--- config.mk ---
export PLATFORM = sky130hd
export DESIGN_NAME = montgomery_modmul_2048
export DESIGN_NICKNAME = d
export VERILOG_FILES = /design/src/design/mmm_pkg.sv /design/src/design/mmm_ctrl.sv /design/src/design/mmm_dp.sv /design/src/design/montgomery_modmul_2048.sv
export SDC_FILE = /design/constraint.sdc
export NUM_CORES = 1
export LEC_CHECK = 0
export BUFFER_PORTS_ARGS = -buffer_cell sky130_fd_sc_hd__buf_2
export CAP_MARGIN = 15
export CORE_UTILIZATION = 42
export DETAILED_ROUTE_END_ITERATION = 6
export GPL_TIMING_DRIVEN = 0
export PLACE_DENSITY = 0.75
export SLEW_MARGIN = 30
export SYNTH_ARGS = -nofsm -noshare
export SYNTH_HDL_FRONTEND = slang
export SYNTH_SLANG_ARGS = --single-unit
--- constraint.sdc ---
create_clock -name i_clk -period 1.75 [get_ports i_clk]
set_clock_uncertainty 0.15 [all_clocks]
set_input_delay 0.0875 -clock i_clk [delete_from_list [all_inputs] [get_ports i_clk]]
set_output_delay 0.0875 -clock i_clk [all_outputs]
set_load 0.05 [all_outputs]
--- src/design/mmm_pkg.sv ---
package mmm_pkg;

    // operand and stream geometry
    localparam int OPERAND_BITS = 2048;
    localparam int IN_WORDS     = 128;
    localparam int OUT_WORDS    = 64;
    localparam int CHUNK_BITS   = 16;
    localparam int WORD_BITS    = 32;
    localparam int IN_TDATA_W   = 2 * CHUNK_BITS;
    localparam int OUT_TDATA_W  = WORD_BITS;

    // derived widths
    localparam int LOAD_BITS   = IN_WORDS * CHUNK_BITS;
    localparam int EXT_BITS    = (LOAD_BITS >= OPERAND_BITS) ? LOAD_BITS : OPERAND_BITS;
    localparam int ACC_W       = OPERAND_BITS + 2;
    localparam int OUT_BITS    = OUT_WORDS * WORD_BITS;
    localparam int LOAD_CNT_W  = $clog2(IN_WORDS);
    localparam int BIT_CNT_W   = $clog2(OPERAND_BITS);
    localparam int OUT_CNT_W   = $clog2(OUT_WORDS);

    // modulus: 256-bit pattern repeated, cut to the operand width
    localparam int PATTERN_BITS = 256;
    localparam logic [PATTERN_BITS-1:0] PATTERN =
        256'hffffffff00000001000000020000000300000004fffffffffffffffffffffff1;

    function automatic logic [OPERAND_BITS-1:0] f_modulus();
        logic [OPERAND_BITS-1:0] m;
        m = '0;
        for (int i = 0; i < OPERAND_BITS; i++) begin
            m[i] = PATTERN[8'(i % PATTERN_BITS)];
        end
        return m;
    endfunction

    localparam logic [OPERAND_BITS-1:0] MODULUS = f_modulus();

    typedef enum logic [1:0] {
        ST_LOAD,
        ST_ADD_X,
        ST_ADD_N,
        ST_REDUCE
    } t_state;

    // controller to datapath
    typedef struct packed {
        logic load;     // shift one input chunk pair in
        logic clear;    // zero the accumulator
        logic add_x;    // acc += y_i ? X : 0, advance y
        logic add_n;    // acc = (acc + u*N) / 2
        logic reduce;   // acc -= N when acc >= N
        logic to_out;   // move reduced acc into the output register
        logic out_pop;  // one output transfer done
    } t_cmd;

    // datapath to controller
    typedef struct packed {
        logic out_busy;
    } t_sts;

endpackage

--- src/design/mmm_ctrl.sv ---
module mmm_ctrl import mmm_pkg::*; (
    input  logic i_clk,
    input  logic i_rst_n,
    input  logic i_in_valid,
    output logic o_in_ready,
    input  logic i_out_ready,
    input  t_sts i_sts,
    output t_cmd o_cmd
);

    localparam logic [LOAD_CNT_W-1:0] LOAD_LAST = LOAD_CNT_W'(IN_WORDS - 1);
    localparam logic [BIT_CNT_W-1:0]  BIT_LAST  = BIT_CNT_W'(OPERAND_BITS - 1);

    t_state r_state, n_state;
    logic [LOAD_CNT_W-1:0] r_load_cnt, n_load_cnt;
    logic [BIT_CNT_W-1:0]  r_bit_cnt, n_bit_cnt;
    logic w_load_last, w_bit_last, w_in_xfer;

    assign w_load_last = (r_load_cnt == LOAD_LAST);
    assign w_bit_last  = (r_bit_cnt == BIT_LAST);
    // the completing item waits until the previous result has drained
    assign o_in_ready  = (r_state == ST_LOAD) && (!w_load_last || !i_sts.out_busy);
    assign w_in_xfer   = i_in_valid && o_in_ready;

    always_ff @(posedge i_clk) begin
        if (!i_rst_n) begin
            r_state    <= ST_LOAD;
            r_load_cnt <= '0;
            r_bit_cnt  <= '0;
        end else begin
            r_state    <= n_state;
            r_load_cnt <= n_load_cnt;
            r_bit_cnt  <= n_bit_cnt;
        end
    end

    // next state and counters
    always_comb begin
        n_state    = r_state;
        n_load_cnt = r_load_cnt;
        n_bit_cnt  = r_bit_cnt;
        unique case (r_state)
            ST_LOAD: begin
                if (w_in_xfer) begin
                    if (w_load_last) begin
                        n_load_cnt = '0;
                        n_state    = ST_ADD_X;
                    end else begin
                        n_load_cnt = r_load_cnt + 1'b1;
                    end
                end
            end
            ST_ADD_X: n_state = ST_ADD_N;
            ST_ADD_N: n_state = ST_REDUCE;
            ST_REDUCE: begin
                if (w_bit_last) begin
                    n_bit_cnt = '0;
                    n_state   = ST_LOAD;
                end else begin
                    n_bit_cnt = r_bit_cnt + 1'b1;
                    n_state   = ST_ADD_X;
                end
            end
            default: n_state = ST_LOAD;
        endcase
    end

    // commands
    always_comb begin
        o_cmd         = '0;
        o_cmd.out_pop = i_sts.out_busy && i_out_ready;
        unique case (r_state)
            ST_LOAD: begin
                o_cmd.load  = w_in_xfer;
                o_cmd.clear = w_in_xfer && w_load_last;
            end
            ST_ADD_X:  o_cmd.add_x = 1'b1;
            ST_ADD_N:  o_cmd.add_n = 1'b1;
            ST_REDUCE: begin
                o_cmd.reduce = 1'b1;
                o_cmd.to_out = w_bit_last;
            end
            default: o_cmd = '0;
        endcase
    end

endmodule

--- src/design/mmm_dp.sv ---
module mmm_dp import mmm_pkg::*; (
    input  logic                   i_clk,
    input  logic                   i_rst_n,
    input  t_cmd                   i_cmd,
    input  logic [IN_TDATA_W-1:0]  i_in_data,
    output logic [OUT_TDATA_W-1:0] o_out_data,
    output logic                   o_out_last,
    output t_sts                   o_sts
);

    localparam logic [OUT_CNT_W-1:0] OUT_LAST = OUT_CNT_W'(OUT_WORDS - 1);

    logic [LOAD_BITS-1:0]    r_x, r_y;
    logic [ACC_W-1:0]        r_acc;
    logic [OUT_BITS-1:0]     r_out;
    logic [OUT_CNT_W-1:0]    r_out_cnt;
    logic                    r_out_busy;

    logic [EXT_BITS-1:0]     w_x_ext;
    logic [OPERAND_BITS-1:0] w_x;
    logic [ACC_W-1:0]        w_sum_x;
    logic [ACC_W:0]          w_sum_n;
    logic [ACC_W:0]          w_diff;
    logic [ACC_W-1:0]        w_reduced;

    // operand bits above the loaded chunks read as zero
    assign w_x_ext = EXT_BITS'(r_x);
    assign w_x     = w_x_ext[OPERAND_BITS-1:0];

    // one full-width adder pass per cycle
    assign w_sum_x   = r_acc + (r_y[0] ? ACC_W'(w_x) : '0);
    assign w_sum_n   = {1'b0, r_acc} + (r_acc[0] ? (ACC_W + 1)'(MODULUS) : '0);
    assign w_diff    = {1'b0, r_acc} - (ACC_W + 1)'(MODULUS);
    assign w_reduced = w_diff[ACC_W] ? r_acc : w_diff[ACC_W-1:0];

    always_ff @(posedge i_clk) begin
        if (i_cmd.load) begin
            r_x <= {i_in_data[CHUNK_BITS-1:0], r_x[LOAD_BITS-1:CHUNK_BITS]};
            r_y <= {i_in_data[IN_TDATA_W-1:CHUNK_BITS], r_y[LOAD_BITS-1:CHUNK_BITS]};
        end else if (i_cmd.add_x) begin
            r_y <= r_y >> 1;
        end

        if (i_cmd.clear) begin
            r_acc <= '0;
        end else if (i_cmd.add_x) begin
            r_acc <= w_sum_x;
        end else if (i_cmd.add_n) begin
            r_acc <= w_sum_n[ACC_W:1];
        end else if (i_cmd.reduce) begin
            r_acc <= w_reduced;
        end

        if (i_cmd.to_out) begin
            r_out <= OUT_BITS'(w_reduced);
        end else if (i_cmd.out_pop) begin
            r_out <= r_out >> WORD_BITS;
        end
    end

    always_ff @(posedge i_clk) begin
        if (!i_rst_n) begin
            r_out_busy <= 1'b0;
            r_out_cnt  <= '0;
        end else if (i_cmd.to_out) begin
            r_out_busy <= 1'b1;
            r_out_cnt  <= '0;
        end else if (i_cmd.out_pop) begin
            if (r_out_cnt == OUT_LAST) begin
                r_out_busy <= 1'b0;
                r_out_cnt  <= '0;
            end else begin
                r_out_cnt <= r_out_cnt + 1'b1;
            end
        end
    end

    assign o_out_data     = r_out[WORD_BITS-1:0];
    assign o_out_last     = (r_out_cnt == OUT_LAST);
    assign o_sts.out_busy = r_out_busy;

endmodule

--- src/design/montgomery_modmul_2048.sv ---
// radix-2 montgomery multiplier over a fixed 2048-bit odd modulus n (a 256-bit pattern
// repeated). operands x and y arrive as 128 input transfers, each carrying 16 bits of x
// and 16 bits of y, least significant chunk first. the 128th transfer starts the product:
// 2048 steps, one per bit of y from bit 0 up, each stepping through the phases add x,
// add n and halve, conditional subtract of n, each with its own full-width adder. the
// result s = x*y*2^-2048 (with the per-step reduction) then leaves as 64 output
// transfers of 32 bits, least significant first, tlast on the final word. loading of
// the next operands overlaps with draining of the result; the completing input transfer
// is held off until the previous result is fully taken. no input is accepted while a
// product is being computed.
module montgomery_modmul_2048 import mmm_pkg::*; (
    input  logic                   i_clk,
    input  logic                   i_rst_n,
    // input stream
    input  logic                   s_axis_tvalid,
    output logic                   s_axis_tready,
    input  logic [IN_TDATA_W-1:0]  s_axis_tdata,   // x_chunk[15:0], y_chunk[31:16]
    // result stream
    output logic                   m_axis_tvalid,
    input  logic                   m_axis_tready,
    output logic [OUT_TDATA_W-1:0] m_axis_tdata,   // result_word[31:0]
    output logic                   m_axis_tlast    // last_word
);

    t_cmd w_cmd;
    t_sts w_sts;

    // sequencer: load count, bit count, step phases
    mmm_ctrl u_ctrl (
        .i_clk       (i_clk),
        .i_rst_n     (i_rst_n),
        .i_in_valid  (s_axis_tvalid),
        .o_in_ready  (s_axis_tready),
        .i_out_ready (m_axis_tready),
        .i_sts       (w_sts),
        .o_cmd       (w_cmd)
    );

    // operand shift registers, accumulator, output register
    mmm_dp u_dp (
        .i_clk      (i_clk),
        .i_rst_n    (i_rst_n),
        .i_cmd      (w_cmd),
        .i_in_data  (s_axis_tdata),
        .o_out_data (m_axis_tdata),
        .o_out_last (m_axis_tlast),
        .o_sts      (w_sts)
    );

    // result words are valid while the output register still holds some
    assign m_axis_tvalid = w_sts.out_busy;

endmodule
==> run_results.csv <==
group,metric,value,unit
route,vias_per_cell,4.40,
timing,setup_viol,0,
route,routedWlPerCell,9.56,µm
cells_and_area,final-instance-count-excl-fill,280,
worst_setup_path,ff2ff_path_depth,7,
worst_setup_path,cp-start-kind,"flop",
logic_synthesis,netlist-cell-type-count,39,
timing,period_needed,1.70,ns
route,drt_iter0_drc,29,
clocking,clock_latency,0.27,ns
hold_path,min_from,"s_axis_tvalid",
placement,port_buffers,6,
floorplanning,rows,21,
grt,grt_overflow_total,0,
clocking,cts-root-buf,"clkbuf_8",
worst_setup_path,reg2reg_to,"u_dp.r_out_cnt[3]",
worst_setup_path,r2r_slack,0.05,ns
clocking,cts_inserted_buffers,3,
grt,grt_use_total,13.6,%
clocking,clock_sinks,27,
cells_and_area,area_growth,24.1,%
worst_setup_path,cp-end-kind,"flop",
power,p_int,854,µW
logic_synthesis,netlist_instances,182,
logic_synthesis,synth-seq-cells,27,
cells_and_area,finalInstanceArea,1970,µm²
clocking,clkTransAtPathRegs,0.09,ns
cells_and_area,fin_util,56.7,%
cells_and_area,nets,276,
route,vias,1233,
clocking,htree_num_levels,1,
timing,setup_ws,0.0456,ns
cells_and_area,final_cell_mix,"buf_4 (41), conb_1 (32), dfxtp_1 (22)",
route,first_pass_iters,4,
timing,drv_slew,0,
hold_path,min_path_type,"input pin to flop",
grt,grt_max_degree,16,
clocking,clockBufferDepth,2,
timing,tns,0,ns
power,peakVddDrop,0.000363,V
logic_synthesis,synth_ff_type,"dfxtp_1",
cells_and_area,antennaDiodeCount,0,
power,p_sw,378,µW
timing,final.period_utilization,97.4,%
hold_path,holdPathEnd,"u_ctrl.r_load_cnt[4]",
grt,grt_pass1_wl,4.42,mm
clocking,cts_tree,"yes",
timing,max_freq,587,MHz
route,drc,0,
worst_setup_path,path_max_fanout,7,
cells_and_area,drive_gt1_share,30.3,%
power,swShare,30.7,%
power,p_leak,0.000873,µW
route,final_antenna_net_count,0,
power,pwr-share-clk,28.4,%
floorplanning,ioPinCount,71,
floorplanning,die_area,4020,µm²
power,combinationalPowerShare,21.1,%
logic_synthesis,yosysSeqAreaShare,34.1,%
grt,grt_pass1_vias,1042,
floorplanning,core_area,3470,µm²
worst_setup_path,r2r_start,"u_ctrl.r_state[0]",
floorplanning,die_y,63.4,µm
placement,dp.cells,265,
logic_synthesis,synth_edf_count,0,
job,drv_cap,0,
logic_synthesis,synthTopCellsByArea,"dfxtp_1 (34%), buf_4 (15%), xnor2_1 (4.4%)",
placement,pre_cts_ws,-0.256,ns
logic_synthesis,synth_area,1580,µm²
placement,place_congestion,0.763,
worst_setup_path,crit_arrival,1.72,ns
logic_synthesis,syn_avg_cell_area,8.70,µm²
hold_path,hold_depth,4,
logic_synthesis,synthArstFlopShare,0,%
run_status,status,"completed",
logic_synthesis,yosysWarnings,0,
worst_setup_path,path_class,"flop to flop",
logic_synthesis,synth_top_area_cell,"dfxtp_1",
placement,dp_hpwl,1.93,mm
power,seqPwrFrac,50.4,%
worst_setup_path,worstPathRequired,1.76,ns
logic_synthesis,synth_top_area_share,34.1,%
cells_and_area,final_common_cell,"buf_4",
placement,placed_area,1790,µm²
route,wl,2.68,mm
power,power_density,627,nW/µm²
floorplanning,die_w,63.4,µm
timing,hold_violations,0,
floorplanning,initial_utilization,45.7,%
cells_and_area,nFillCells,329,
grt,antenna_found_initial,0,
[Yosys cell counts, drive strengths merged (2+ instances only)]
| master | n |
|---|---|
| a21oi | 3 |
| dfxtp | 27 |
| buf | 33 |
| nand3 | 6 |
| xnor2 | 8 |
| nor3 | 6 |
| a21boi | 2 |
| inv | 4 |
| xor2 | 7 |
| o21ai | 7 |
| mux2i | 3 |
| nand4 | 7 |
| o21a | 3 |
| or3 | 2 |
| nor2b | 2 |
| and4 | 3 |
| and2 | 5 |
| ha | 5 |
| nor2 | 18 |
| nand2 | 14 |
| a31oi | 2 |
| nand3b | 2 |
[cells by family (layout without fill, tap and decap cells)]
group           count (synthesis)  in the layout  synth area share [%]
other cells                     1             32                 0.237
buf+inv                        38             59                  16.7
fa+ha+maj                       5              5                  3.95
compound gates                 25             25                  12.6
mux                             3              3                  1.90
xor+xnor                       15             15                  8.29
flops                          27             27                  34.1
simple gates                   68             68                  22.2
[flip-flops by register name, indices dropped and copies added (netlist names)]
signal / count
u_ctrl.r_bit_cnt: 11
u_ctrl.r_load_cnt: 7
u_dp.r_out_cnt: 6
u_ctrl.r_state: 2
u_dp.o_sts: 1
[power by group through the flow]
stage | sequential, µW | clock, µW | combinational, µW
4_1_cts | 623 | 360 | 254
5_1_grt | 622 | 383 | 274
6_report | 621 | 351 | 260
3_3_place_gp | 637 | 0 | 245
3_5_place_dp | 637 | 0 | 245
2_1_floorplan | 637 | 0 | 231
[worst max-delay path: stages (launching register included)]
cell and delay, ns:
dfxtp_4 0.37, ha_2 0.17, buf_6 0.12, nand2_4 0.06, o41ai_4 0.38, buf_4 0.19, a31o_4 0.10, a21oi_1 0.04
[area by class of cell]
cell class,instances,area (µm²),area share (%)
buffer,34,255,13.0
inverter,4,15.0,0.764
sequential,27,549,27.9
clock inverter,1,5.00,0.255
timing repair buffer,17,120,6.11
clock buffer,3,41.3,2.10
tap,46,57.6,2.93
multi-input combinational,148,922,46.9
[how the worst max path moves through the flow]
| stage | start | end | slack (ns) |
|---|---|---|---|
| after CTS | u_ctrl.r_state[0] | u_ctrl.r_bit_cnt[5] | 0.0008 |
| after global routing | u_ctrl.r_state[1] | u_dp.r_out_cnt[3] | -0.03 |
| after detailed placement | u_ctrl.r_state[0] | u_dp.r_out_cnt[5] | -0.26 |
| after floorplan | u_ctrl.r_state[0] | u_dp.r_out_cnt[3] | 0.03 |
| after global placement | u_ctrl.r_state[0] | u_dp.r_out_cnt[3] | -0.24 |
| final | u_ctrl.r_state[0] | u_dp.r_out_cnt[3] | 0.05 |
[routing by layer]
metal  routed length, µm  up-vias  part of all wire [%]  GRT usage (%)
li1                    -      668                     -              -
met1                1220      539                    45           17.6
met2                1340       24                    50           22.1
met3                 110        2                   4.1           3.80
met4                  10        0                  0.37           3.13
met5                   0        -                     0              0
[per-stage QoR]
stage	hold slack, ns	total power [µW]
3_3_place_gp	0.261	882
4_1_cts	0.116	1240
3_5_place_dp	0.269	882
6_report	0.119	1230
5_1_grt	0.135	1280
2_1_floorplan	0.0898	867
[timing repair]
item                       CTS  global route
setup buffers                4             5
setup endpoints to repair   12            22
hold buffers                 2             0
pin swaps                    2             2
hold endpoints to repair     3             0
gates resized for setup      3            14
(Power assumes the default switching activity.)
